[config.mk]
export PLATFORM = sky130hd
export DESIGN_NAME = led_cube_scan_multiplexer_top
export DESIGN_NICKNAME = d
export VERILOG_FILES = /design/src/rtl/lcsm_pkg.sv /design/src/rtl/lcsm_queue.sv /design/src/rtl/lcsm_front.sv /design/src/rtl/lcsm_back.sv /design/src/rtl/led_cube_scan_multiplexer_top.sv
export VERILOG_INCLUDE_DIRS = /design/src /design/src/rtl
export SDC_FILE = /design/constraint.sdc
export NUM_CORES = 1
export LEC_CHECK = 0
export BUFFER_PORTS_ARGS = -buffer_cell sky130_fd_sc_hd__buf_2
export CORE_UTILIZATION = 45
export CTS_CLUSTER_DIAMETER = 150
export DETAILED_ROUTE_END_ITERATION = 10
export PLACE_DENSITY = 0.6
export SYNTH_ARGS = -nofsm -noshare
export SYNTH_HDL_FRONTEND = slang
export SYNTH_SLANG_ARGS = --single-unit
[constraint.sdc]
create_clock -name clk -period 4.1 [get_ports clk]
set_input_delay 0.41 -clock clk [delete_from_list [all_inputs] [get_ports clk]]
set_output_delay 0.41 -clock clk [all_outputs]
set_load 0.02 [all_outputs]
[src/rtl/assert_macros.svh]
// Assertion macros shared by the scan multiplexer RTL.
`ifndef ASSERT_MACROS_SVH
`define ASSERT_MACROS_SVH
`ifndef ASSERT_OFF
`define ASSERT_PROP(label, clk, rst_n, prop) \
    label: assert property (@(posedge clk) disable iff (!rst_n) (prop)) \
        else $error("%m: property failed");
`define ASSERT_NEXT(label, clk, rst_n, cond, prop) \
    label: assert property (@(posedge clk) disable iff (!rst_n) (cond) |=> (prop)) \
        else $error("%m: property failed");
`else
`define ASSERT_PROP(label, clk, rst_n, prop)
`define ASSERT_NEXT(label, clk, rst_n, cond, prop)
`endif
`endif

[src/rtl/lcsm_pkg.sv]
// Types and constants of the LED cube scan multiplexer.
package lcsm_pkg;

    localparam int FRAME_W     = 27;
    localparam int REP_W       = 16;
    localparam int DWELL_W     = 16;
    localparam int PASS_W      = 15;
    localparam int LAYER_W     = 2;
    localparam int COL_W       = 4;
    localparam int LAYER_DRV_W = 3;
    localparam int COL_DRV_W   = 9;
    localparam int SCALE_W     = 5;
    localparam int DIV_CNT_W   = 4;
    localparam int S_TDATA_W   = 48;
    localparam int M_TDATA_W   = 16;
    localparam int QUEUE_DEPTH = 2;

    localparam logic [DWELL_W-1:0] DWELL_RESET = 16'd100;
    localparam logic [SCALE_W-1:0] LOW_COUNT   = 5'd4;
    localparam logic [SCALE_W-1:0] COUNT_BIAS  = 5'd3;

    localparam logic CMD_TICK  = 1'b0;
    localparam logic CMD_START = 1'b1;

    typedef struct packed {
        logic                 cmd;
        logic [FRAME_W-1:0]   img;
        logic [REP_W-1:0]     rep;
        logic [SCALE_W-1:0]   scale;
    } lcsm_item_t;

    typedef struct packed {
        logic                   done;
        logic                   busy;
        logic [COL_DRV_W-1:0]   column_drive;
        logic [LAYER_DRV_W-1:0] layer_drive;
    } lcsm_result_t;

    typedef enum logic [2:0] {
        ST_FETCH = 3'b001,
        ST_DIV   = 3'b010,
        ST_FIN   = 3'b100
    } lcsm_state_t;

endpackage

[src/rtl/lcsm_queue.sv]
// Two-entry item queue between the front and back parts.
`include "assert_macros.svh"

module lcsm_queue
    import lcsm_pkg::*;
(
    input  logic       clk,
    input  logic       rst_n,
    input  logic       push,
    input  lcsm_item_t push_item,
    output logic       full,
    input  logic       pop,
    output logic       pop_valid,
    output lcsm_item_t pop_item
);

    localparam int PTR_W = (QUEUE_DEPTH > 1) ? $clog2(QUEUE_DEPTH) : 1;
    localparam int CNT_W = $clog2(QUEUE_DEPTH + 1);

    lcsm_item_t          mem [QUEUE_DEPTH];
    logic [PTR_W-1:0]    wr_ptr_reg, wr_ptr_next;
    logic [PTR_W-1:0]    rd_ptr_reg, rd_ptr_next;
    logic [CNT_W-1:0]    count_reg, count_next;

    assign full      = (count_reg == CNT_W'(QUEUE_DEPTH));
    assign pop_valid = (count_reg != '0);
    assign pop_item  = mem[rd_ptr_reg];

    always_comb
    begin
        wr_ptr_next = wr_ptr_reg;
        rd_ptr_next = rd_ptr_reg;
        count_next  = count_reg;
        if (push)
        begin
            wr_ptr_next = (wr_ptr_reg == PTR_W'(QUEUE_DEPTH - 1)) ? '0 : wr_ptr_reg + 1'b1;
        end
        if (pop)
        begin
            rd_ptr_next = (rd_ptr_reg == PTR_W'(QUEUE_DEPTH - 1)) ? '0 : rd_ptr_reg + 1'b1;
        end
        if (push && !pop)
        begin
            count_next = count_reg + 1'b1;
        end
        else if (pop && !push)
        begin
            count_next = count_reg - 1'b1;
        end
    end

    always_ff @(posedge clk or negedge rst_n)
    begin
        if (!rst_n)
        begin
            wr_ptr_reg <= '0;
            rd_ptr_reg <= '0;
            count_reg  <= '0;
        end
        else
        begin
            wr_ptr_reg <= wr_ptr_next;
            rd_ptr_reg <= rd_ptr_next;
            count_reg  <= count_next;
        end
    end

    always_ff @(posedge clk)
    begin
        if (push)
        begin
            mem[wr_ptr_reg] <= push_item;
        end
    end

    `ASSERT_PROP(a_no_push_full, clk, rst_n, !(push && full && !pop))
    `ASSERT_PROP(a_no_pop_empty, clk, rst_n, !(pop && !pop_valid))
    `ASSERT_NEXT(a_count_up, clk, rst_n, push && !pop, count_reg == $past(count_reg) + 1'b1)

endmodule

[src/rtl/lcsm_front.sv]
// Front part: takes input items, masks the frame and works out the pass scale.
module lcsm_front
    import lcsm_pkg::*;
#(
    parameter int LAYER_COUNT  = 3,
    parameter int COLUMN_COUNT = 9
)
(
    input  logic                 s_tvalid,
    output logic                 s_tready,
    input  logic                 s_tuser,
    input  logic [S_TDATA_W-1:0] s_tdata,
    input  logic                 q_full,
    output logic                 q_push,
    output lcsm_item_t           q_item
);

    localparam int CELL_RAW   = LAYER_COUNT * COLUMN_COUNT;
    localparam int CELL_COUNT = (CELL_RAW < FRAME_W) ? CELL_RAW : FRAME_W;
    localparam logic [FRAME_W-1:0] SCAN_MASK = FRAME_W'((64'd1 << CELL_COUNT) - 64'd1);

    logic [FRAME_W-1:0] img;
    logic [SCALE_W-1:0] set_cnt;

    assign img     = s_tdata[FRAME_W-1:0] & SCAN_MASK;
    assign set_cnt = SCALE_W'($countones(img));

    always_comb
    begin
        q_item       = '0;
        q_item.cmd   = s_tuser;
        q_item.img   = img;
        q_item.rep   = s_tdata[FRAME_W+REP_W-1:FRAME_W];
        q_item.scale = (set_cnt < LOW_COUNT) ? set_cnt + COUNT_BIAS : set_cnt;
    end

    assign s_tready = !q_full;
    assign q_push   = s_tvalid && !q_full;

endmodule

[src/rtl/lcsm_back.sv]
// Back part: pass-count divider, scan sequencer and output register.
`include "assert_macros.svh"

module lcsm_back
    import lcsm_pkg::*;
#(
    parameter int LAYER_COUNT  = 3,
    parameter int COLUMN_COUNT = 9
)
(
    input  logic               clk,
    input  logic               rst_n,
    input  logic               cfg_valid,
    input  logic [DWELL_W-1:0] cfg_data,
    input  logic               q_valid,
    input  lcsm_item_t         q_item,
    output logic               q_pop,
    output logic               m_tvalid,
    input  logic               m_tready,
    output lcsm_result_t       m_result
);

    localparam int CELL_RAW   = LAYER_COUNT * COLUMN_COUNT;
    localparam int CELL_COUNT = (CELL_RAW < FRAME_W) ? CELL_RAW : FRAME_W;
    localparam int IDX_W      = $clog2(CELL_COUNT + 1);

    lcsm_state_t          state_reg, state_next;
    logic [DWELL_W-1:0]   dwell_ticks_reg, dwell_ticks_next;
    logic [FRAME_W-1:0]   img_reg, img_next;
    logic [PASS_W-1:0]    passes_reg, passes_next;
    logic [LAYER_W-1:0]   layer_reg, layer_next;
    logic [COL_W-1:0]     col_reg, col_next;
    logic [IDX_W-1:0]     idx_reg, idx_next;
    logic [DWELL_W-1:0]   dwell_cnt_reg, dwell_cnt_next;
    logic                 active_reg, active_next;
    logic                 out_valid_reg, out_valid_next;
    lcsm_result_t         out_reg, out_next;
    logic [SCALE_W-1:0]   scale_reg, scale_next;
    logic [SCALE_W-1:0]   rem_reg, rem_next;
    logic [REP_W-1:0]     quo_reg, quo_next;
    logic [DIV_CNT_W-1:0] div_cnt_reg, div_cnt_next;

    logic                 nx_found;
    logic [IDX_W-1:0]     nx_idx, first_idx;
    logic [LAYER_W-1:0]   nx_layer, first_layer;
    logic [COL_W-1:0]     nx_col, first_col;
    logic [SCALE_W:0]     trial;
    logic [DWELL_W-1:0]   limit, cnt_inc;
    logic [PASS_W-1:0]    passes_dec, div_passes;
    logic                 slot_free;

    assign m_tvalid  = out_valid_reg;
    assign m_result  = out_reg;
    assign slot_free = !out_valid_reg || m_tready;

    // next set cell after the current one, and first set cell of the frame
    always_comb
    begin
        nx_found    = 1'b0;
        nx_idx      = '0;
        nx_layer    = '0;
        nx_col      = '0;
        first_idx   = '0;
        first_layer = '0;
        first_col   = '0;
        for (int i = CELL_COUNT - 1; i >= 0; i--)
        begin
            if (img_reg[i] && (IDX_W'(i) > idx_reg))
            begin
                nx_found = 1'b1;
                nx_idx   = IDX_W'(i);
                nx_layer = LAYER_W'(i / COLUMN_COUNT);
                nx_col   = COL_W'(i % COLUMN_COUNT);
            end
            if (img_reg[i])
            begin
                first_idx   = IDX_W'(i);
                first_layer = LAYER_W'(i / COLUMN_COUNT);
                first_col   = COL_W'(i % COLUMN_COUNT);
            end
        end
    end

    assign trial      = {rem_reg, quo_reg[REP_W-1]};
    assign limit      = (dwell_ticks_reg == '0) ? DWELL_W'(1) : dwell_ticks_reg;
    assign cnt_inc    = dwell_cnt_reg + 1'b1;
    assign passes_dec = passes_reg - 1'b1;
    assign div_passes = quo_reg[PASS_W-1:0];

    always_comb
    begin
        state_next       = state_reg;
        dwell_ticks_next = dwell_ticks_reg;
        img_next         = img_reg;
        passes_next      = passes_reg;
        layer_next       = layer_reg;
        col_next         = col_reg;
        idx_next         = idx_reg;
        dwell_cnt_next   = dwell_cnt_reg;
        active_next      = active_reg;
        out_valid_next   = out_valid_reg && !m_tready;
        out_next         = out_reg;
        scale_next       = scale_reg;
        rem_next         = rem_reg;
        quo_next         = quo_reg;
        div_cnt_next     = div_cnt_reg;
        q_pop            = 1'b0;

        if (cfg_valid)
        begin
            dwell_ticks_next = cfg_data;
        end

        unique case (state_reg)
            ST_FETCH:
            begin
                priority if (q_valid && q_item.cmd == CMD_START)
                begin
                    q_pop        = 1'b1;
                    img_next     = q_item.img;
                    active_next  = 1'b0;
                    scale_next   = q_item.scale;
                    rem_next     = '0;
                    quo_next     = q_item.rep;
                    div_cnt_next = '0;
                    state_next   = ST_DIV;
                end
                else if (q_valid && slot_free)
                begin
                    q_pop          = 1'b1;
                    out_valid_next = 1'b1;
                    out_next       = '0;
                    if (active_reg)
                    begin
                        if (layer_reg < LAYER_W'(LAYER_DRV_W))
                        begin
                            out_next.layer_drive = LAYER_DRV_W'(1) << layer_reg;
                        end
                        if (col_reg < COL_W'(COL_DRV_W))
                        begin
                            out_next.column_drive = COL_DRV_W'(1) << col_reg;
                        end
                        if (cnt_inc >= limit)
                        begin
                            dwell_cnt_next = '0;
                            if (nx_found)
                            begin
                                idx_next   = nx_idx;
                                layer_next = nx_layer;
                                col_next   = nx_col;
                            end
                            else
                            begin
                                passes_next = passes_dec;
                                if (passes_dec == '0)
                                begin
                                    active_next   = 1'b0;
                                    idx_next      = '0;
                                    layer_next    = '0;
                                    col_next      = '0;
                                    out_next.done = 1'b1;
                                end
                                else
                                begin
                                    idx_next   = first_idx;
                                    layer_next = first_layer;
                                    col_next   = first_col;
                                end
                            end
                        end
                        else
                        begin
                            dwell_cnt_next = cnt_inc;
                        end
                    end
                    out_next.busy = active_next;
                end
                else
                begin
                    q_pop = 1'b0;
                end
            end
            ST_DIV:
            begin
                if (trial >= {1'b0, scale_reg})
                begin
                    rem_next = SCALE_W'(trial - {1'b0, scale_reg});
                end
                else
                begin
                    rem_next = trial[SCALE_W-1:0];
                end
                quo_next     = {quo_reg[REP_W-2:0], (trial >= {1'b0, scale_reg})};
                div_cnt_next = div_cnt_reg + 1'b1;
                if (div_cnt_reg == DIV_CNT_W'(REP_W - 1))
                begin
                    state_next = ST_FIN;
                end
            end
            ST_FIN:
            begin
                if (slot_free)
                begin
                    out_valid_next = 1'b1;
                    out_next       = '0;
                    dwell_cnt_next = '0;
                    if (img_reg == '0 || div_passes == '0)
                    begin
                        active_next   = 1'b0;
                        passes_next   = '0;
                        idx_next      = '0;
                        layer_next    = '0;
                        col_next      = '0;
                        out_next.done = 1'b1;
                    end
                    else
                    begin
                        active_next   = 1'b1;
                        passes_next   = div_passes;
                        idx_next      = first_idx;
                        layer_next    = first_layer;
                        col_next      = first_col;
                        out_next.busy = 1'b1;
                    end
                    state_next = ST_FETCH;
                end
            end
            default:
            begin
                state_next = ST_FETCH;
            end
        endcase
    end

    always_ff @(posedge clk or negedge rst_n)
    begin
        if (!rst_n)
        begin
            state_reg       <= ST_FETCH;
            dwell_ticks_reg <= DWELL_RESET;
            img_reg         <= '0;
            passes_reg      <= '0;
            layer_reg       <= '0;
            col_reg         <= '0;
            idx_reg         <= '0;
            dwell_cnt_reg   <= '0;
            active_reg      <= 1'b0;
            out_valid_reg   <= 1'b0;
        end
        else
        begin
            state_reg       <= state_next;
            dwell_ticks_reg <= dwell_ticks_next;
            img_reg         <= img_next;
            passes_reg      <= passes_next;
            layer_reg       <= layer_next;
            col_reg         <= col_next;
            idx_reg         <= idx_next;
            dwell_cnt_reg   <= dwell_cnt_next;
            active_reg      <= active_next;
            out_valid_reg   <= out_valid_next;
        end
    end

    always_ff @(posedge clk)
    begin
        out_reg     <= out_next;
        scale_reg   <= scale_next;
        rem_reg     <= rem_next;
        quo_reg     <= quo_next;
        div_cnt_reg <= div_cnt_next;
    end

    `ASSERT_PROP(a_state_onehot, clk, rst_n, $onehot(state_reg))
    `ASSERT_PROP(a_active_has_passes, clk, rst_n, !active_reg || (passes_reg != '0 && img_reg != '0))
    `ASSERT_PROP(a_done_not_busy, clk, rst_n, !(out_valid_reg && out_reg.done && out_reg.busy))

endmodule

[src/rtl/led_cube_scan_multiplexer_top.sv]
// Top level of the LED cube scan multiplexer.
// Usage:
//   s_* carries one item per handshake: s_tuser is the command (0 tick,
//   1 start), s_tdata the frame image and raw repeat count of a start.
//   m_* returns exactly one result item per input item: layer and column
//   one-hot drives, busy and done flags.
//   cfg_* writes dwell_ticks; cfg_ready is always high. Write only while idle.
// Flow:
//   A tick is handled by the back sequencer; its result is registered and appears the
//   cycle after it leaves the two-entry queue.
//   A start runs a 16-step restoring divider (one quotient bit per cycle),
//   then its result is registered; the back sequencer takes 1 item per cycle
//   for ticks while the output slot is free, and pops no item during a start.
// Reset: rst_n clears the scan state to idle, dwell_ticks to 100, and
//   empties the queue and output register.
// Stall: with m_tready low the result is held in the output register; the
//   queue keeps taking items until full, then s_tready drops.
module led_cube_scan_multiplexer_top
    import lcsm_pkg::*;
#(
    parameter int LAYER_COUNT  = 3,
    parameter int COLUMN_COUNT = 9
)
(
    input  logic                 clk,
    input  logic                 rst_n,
    input  logic                 s_tvalid,
    output logic                 s_tready,
    input  logic                 s_tuser,   // command
    input  logic [S_TDATA_W-1:0] s_tdata,   // frame[26:0], repeat_req[42:27]
    output logic                 m_tvalid,
    input  logic                 m_tready,
    output logic [M_TDATA_W-1:0] m_tdata,   // layer_drive[2:0], column_drive[11:3],
                                            // busy_res[12], done_res[13]
    input  logic                 cfg_valid,
    output logic                 cfg_ready,
    input  logic [DWELL_W-1:0]   cfg_data   // dwell_ticks
);

    logic         q_full;
    logic         q_push;
    lcsm_item_t   q_in_item;
    logic         q_pop;
    logic         q_valid;
    lcsm_item_t   q_out_item;
    lcsm_result_t result;

    assign cfg_ready = 1'b1;
    assign m_tdata   = M_TDATA_W'(result);

    lcsm_front #(
        .LAYER_COUNT  (LAYER_COUNT),
        .COLUMN_COUNT (COLUMN_COUNT)
    ) u_front (
        .s_tvalid (s_tvalid),
        .s_tready (s_tready),
        .s_tuser  (s_tuser),
        .s_tdata  (s_tdata),
        .q_full   (q_full),
        .q_push   (q_push),
        .q_item   (q_in_item)
    );

    lcsm_queue u_queue (
        .clk       (clk),
        .rst_n     (rst_n),
        .push      (q_push),
        .push_item (q_in_item),
        .full      (q_full),
        .pop       (q_pop),
        .pop_valid (q_valid),
        .pop_item  (q_out_item)
    );

    lcsm_back #(
        .LAYER_COUNT  (LAYER_COUNT),
        .COLUMN_COUNT (COLUMN_COUNT)
    ) u_back (
        .clk       (clk),
        .rst_n     (rst_n),
        .cfg_valid (cfg_valid),
        .cfg_data  (cfg_data),
        .q_valid   (q_valid),
        .q_item    (q_out_item),
        .q_pop     (q_pop),
        .m_tvalid  (m_tvalid),
        .m_tready  (m_tready),
        .m_result  (result)
    );

endmodule

---- After elaboration in Yosys (flattened, before gate mapping) ----
Memory sizes are Yosys's and may differ from the RTL's.
Index checks and enable logic that the tools add are counted.
storage, ports and cells
  input bits .............................. 70
  bits in writable memories ............... 98
  memories kept ........................... 1
  output and inout port bits .............. 19
  logic and storage cells ................. 438
  register bits after elaboration ......... 138
memory list
  name         depth  width  rd ports  clocked after Yosys merged registers in  wr ports  RTL line          RTL
  u_queue.mem  2      49     1         0                                        1         lcsm_queue.sv:20  lcsm_item_t mem [QUEUE_DEPTH];
operators by class
  equality and inequality tests ........... 14
  multiplexer cells ....................... 277
  magnitude comparators ................... 32
  shifts and indexed selects .............. 2
  $add $sub $neg .......................... 35
  reductions and logical operators ........ 56
operators with widths
  kind                     number
  $mux W5                  65
  $mux W4                  63
  $mux W2                  64
  $mux W16                 7
  $mux W15                 7
  $pmux W16 S2             2
  $add A5 B5 Y5            12
  $gt A5 B5 Y1 const A     11
  $mux W1                  50
  $mux W14                 3
  $gt A4 B5 Y1 const A     8
  $logic_and A1 B1 Y1      33
  $logic_not A15 Y1        2
  $pmux W15 S2             1
  $pmux W14 S2             1
  $logic_not A27 Y1        1
  $add A1 B1 Y2            13
  $gt A3 B5 Y1 const A     4
  $pmux W5 S2              2
  $add A16 B1 Y16 const B  1
  $ge A16 B16 Y1           1
  $logic_not A16 Y1        1
  $pmux W4 S2              2
  $sub A15 B1 Y15 const B  1
  other kinds (38)         61

---- Depth between registers and ports, before layout ----
  word-level depth ........................ 35
  depth in mapped cells ................... 17

---- Hierarchy ----
A second synthesis with hierarchy kept.
unflattened totals
  cell total of the unflattened synthesis .. 1275
  area total of the unflattened synthesis .. 13494.2 um2
by module, submodules not included
  module                         times used  seq. area each (um2)  area each (um2)  cells an instance
  lcsm_back                      1           3578.4                8330.5           963
  lcsm_queue                     1           3042.9                3978.8           169
  lcsm_front                     1           0.0                   1154.9           138
  led_cube_scan_multiplexer_top  1           0.0                   30.0             5

---- Worst setup path after synthesis ----
Ideal clock, no wire load.
  path kind ............................... input-to-reg
  start point ............................. input s_tdata[24]
  end point ............................... memory u_queue.mem[0][1] in the netlist's numbering, data pin
  setup slack ............................. -756 ps
  stages .................................. 14
  data arrival time ....................... 4587 ps
  library setup time ...................... 269 ps
  cells stage by stage .................... ha_1 > fa_1 > inv_1 > fa_1 > fa_1 > inv_1 > fa_1 > fa_1 > ha_1 > fa_1 > xor2_1 > or3_1 > nand2_1 > o21ai_0
RTL lines
  what             RTL line                             RTL
  start, declared  led_cube_scan_multiplexer_top.sv:30  input logic [S_TDATA_W-1:0] s_tdata,
  end, declared    lcsm_queue.sv:20

==> impl_metrics.toml <==
[run_status]
outcome = "finished with violations"
violations = "setup timing"

[worst_setup_path]
crit_top_cell = "fa_1"
endpoint_kind = "flop"
path_buf_inv = 3
slowest_stage = "fa_1"
crit_family = "adder cells"
arrival_ns = 4.55
path_cells = "buf_8 > ha_4 > inv_2 > fa_1 > inv_2 > fa_1 > fa_1 > fa_1 > fa_1 > ha_4 > fa_2 > xor2_2 > or3_4 > xnor2_2"
critPathMaxStageDelay_ns = 0.56
startpoint_type = "input pin"
ff2ff_path_depth = 15
path_max_fanout = 4
regToRegSetupSlack_ns = 0.33
cp.required_ns = 4.38
path_class = "in2reg"
r2r_end = "u_back.passes_reg[1]"
r2r-start = "u_back.dwell_cnt_reg[0]"

[pwr]
netSwitchingFraction = 0.370
p_int_mw = 6.86
pwr-share-comb = 0.394
power.density_mw_per_mm2 = 727
p_clk_frac = 0.224
max-vdd-ir-drop_mv = 0.653
p_switching_mw = 4.02
power_frac_seq = 0.382
power_mw = 10.9
power_leakage_nw = 6.06

[cts]
cts_tree = "yes"
numCtsBuffers = 27
clock_sinks = 236
clockRootBuffer = "clkbuf_16"
cts_setup_buffers = 0
clockBufferDepth = 3
ctsHoldBuffers = 0
cts_max_level = 1
worstSkewPairLatency_ns = 0.54
cts.clk_slew.worst_paths_ns = 0.06

[detailed_routing]
drc = 0
drt_pre_antenna_iters = 5
ant_nets = 0
vias_per_cell = 5.47
wl_per_cell_um = 17.1
drtIter0Drc = 704
dr_total_vias = 9229
wl_um = 28900

[placement]
place_area_sq_mm = 0.0139
port_buffers = 80
globalplace.congestion = 0.871
dp.cells = 1637
dp_hpwl_um = 20600

[grt]
grt_usage = 0.204
grt_max_degree = 74
overflow = 0
antenna_found_initial = 0
first_global_vias = 9006
grt_pass1_wl_um = 47100

[timing]
fin_setup_tns_ns = -0.886
hold_violations = 0
max_clock_freq_mhz = 234
finalCritPeriodShare = 1.04
tightest_slew_ns = 0.997
period_needed_ns = 4.28
slew_viol_final = 0
relSlewSlack = 0.333
setup_viol = 6
fin_worst_skew_ns = 0.0199
setup_ws_ns = -0.176
rsz0062_at_grt = "true"

[final_layout]
fin_cells = 1687
largest_register_ffs = 98
area_delta_synth_final_pct = 17.4
fin_area_sq_mm = 0.0150
final_util = 0.537
n_antenna_cell = 0
fin_nets = 1426
drive_above_1_share = 0.193
num-fill-cells = 2485

[synthesis]
synth_compound_area_frac = 0.142
synth_xor_xnor_area_share = 0.0199
async_reset_ff_frac = 0.398
synth_edf_count = 142
yosys.cell_types.count = 79
synth-adder-area-share = 0.0803
yosys-mux-area-fraction = 0.0442
yosysSeqAreaShare = 0.519
ys_ff_latch = 236
synth-simple-area-share = 0.147
netlist_instances = 1185
synthFlopType = "edfxtp_1"
syn_area_sq_mm = 0.0128
synth_warnings = 0
syn_area_per_cell_sq_um = 10.8
synth_top_family_by_area = "simple AND/OR/NAND/NOR gates"

[die]
pin_count = 89
row_count = 61
start_util = 0.458
core_area_sq_mm = 0.0279
die-area_sq_mm = 0.0290
die_w_um = 170
fp.dieH_um = 170

[hold_path]
worstHoldPathType = "in2async"

[run]
cap_violations = 0
[how the worst max path moves through the flow]
stage | startpoint | to | slack [ns] | cells past startpoint
2_1_floorplan | s_tdata[24] | u_queue.mem[0][0] | -0.42 | 13
3_3_place_gp | s_tdata[24] | u_queue.mem[0][0] | -0.67 | 14
3_5_place_dp | s_tdata[10] | u_queue.mem[0][1] | -0.73 | 15
4_1_cts | s_tdata[16] | u_queue.mem[1][0] | -0.12 | 14
5_1_grt | s_tdata[21] | u_queue.mem[1][1] | -0.25 | 15
6_report | s_tdata[21] | u_queue.mem[1][0] | -0.18 | 14
[power by group through the flow]
| stage | clock network, mW | logic (mW) | registers (mW) |
|---|---|---|---|
| 6_report | 2.44 | 4.29 | 4.15 |
| 2_1_floorplan | 0 | 3.08 | 3.95 |
| 4_1_cts | 2.49 | 4.19 | 4.15 |
| 5_1_grt | 2.58 | 4.81 | 4.25 |
| 3_5_place_dp | 0 | 4.12 | 4.19 |
| 3_3_place_gp | 0 | 4.02 | 4.16 |
[Yosys cell counts, types with 8 or more instances]
cell	n	share of area
nor4_1	13	0.0064
and3_1	9	0.0044
mux2i_1	47	0.037
nor3b_1	8	0.0047
dfrtp_1	90	0.18
nand3_1	19	0.0075
ha_1	45	0.044
o31ai_1	16	0.0094
a211oi_1	13	0.0077
buf_2	11	0.0043
a21boi_0	9	0.0053
nand2b_1	10	0.0049
nor2b_1	11	0.0054
or3_1	9	0.0044
nand4_1	10	0.0049
edfxtp_1	142	0.33
xor2_1	9	0.0062
nand2_1	93	0.027
nor3_1	32	0.013
nor2_1	102	0.030
o21ai_0	93	0.036
fa_1	23	0.036
a21oi_1	61	0.024
o211ai_1	14	0.0082
clkbuf_1	35	0.010
xnor2_1	20	0.014
inv_1	83	0.024
[kinds of logic after synthesis]
group / Yosys count
simple gates: 368
compound gates: 283
flops: 236
buf+inv: 144
fa+ha+maj: 68
mux: 55
xor+xnor: 29
other cells: 2
[metal layers]
| layer | wire, um | vias to the layer above | global-route usage |
|---|---|---|---|
| met2 | 13400 | 217 | 0.332 |
| met3 | 1270 | 48 | 0.0298 |
| met4 | 599 | 0 | 0.0517 |
| li1 | - | 4521 | - |
| met5 | 0 | - | 0 |
| met1 | 13600 | 4443 | 0.287 |
[worst reg2reg max path, delay by kind of cell (launching register included)]
| family | cells | cell delay [ns] |
|---|---|---|
| AOI/OAI and AO/OA | 5 | 1.04 |
| and+or+nand+nor | 6 | 1.38 |
| adders and majority gates | 1 | 0.27 |
| DFF | 1 | 0.42 |
| buffers and inverters | 2 | 0.31 |
| xor gates and xnor gates | 1 | 0.22 |
[placed cells by master, fill, tap and decap left out, drive strengths merged, types with 14 or more instances in the layout]
cell | netlist | final
fa | 23 | 23
mux2i | 48 | 48
o211ai | 14 | 14
nand2 | 93 | 93
nand3 | 19 | 19
ha | 45 | 45
dfrtp | 90 | 90
a21oi | 61 | 61
nor2 | 102 | 102
o21ai | 94 | 94
o31ai | 16 | 16
buf | 25 | 134
inv | 83 | 85
nor3 | 32 | 32
clkbuf | 36 | 32
edfxtp | 142 | 142
nor4 | 16 | 16
xnor2 | 20 | 20
[per-stage QoR]
step / worst slack (ns) / hold slack, ns
after floorplan: -0.421 / 0.114
after global placement: -0.670 / 0.476
after detailed placement: -0.728 / 0.480
after CTS: -0.124 / 0.0432
after global routing: -0.247 / 0.0492
final: -0.176 / 0.00783
[cell type report]
| class | count | area (sq um) | area share |
|---|---|---|---|
| repair buffers | 134 | 888 | 0.0594 |
| clock buffers | 32 | 704 | 0.0471 |
| well taps | 378 | 473 | 0.0316 |
| clock inverters | 18 | 196 | 0.0131 |
| inverters | 83 | 314 | 0.0210 |
| flip-flops and latches | 236 | 6620 | 0.443 |
| multi-input cells | 806 | 5770 | 0.385 |
[what timing repair did]
action / in CTS / in global routing
gates cloned: 0 / 0
setup endpoints to repair: 6 / 22
pin swaps: 11 / 11
resized for setup: 21 / 21
Power figures use the tool's default switching activity.
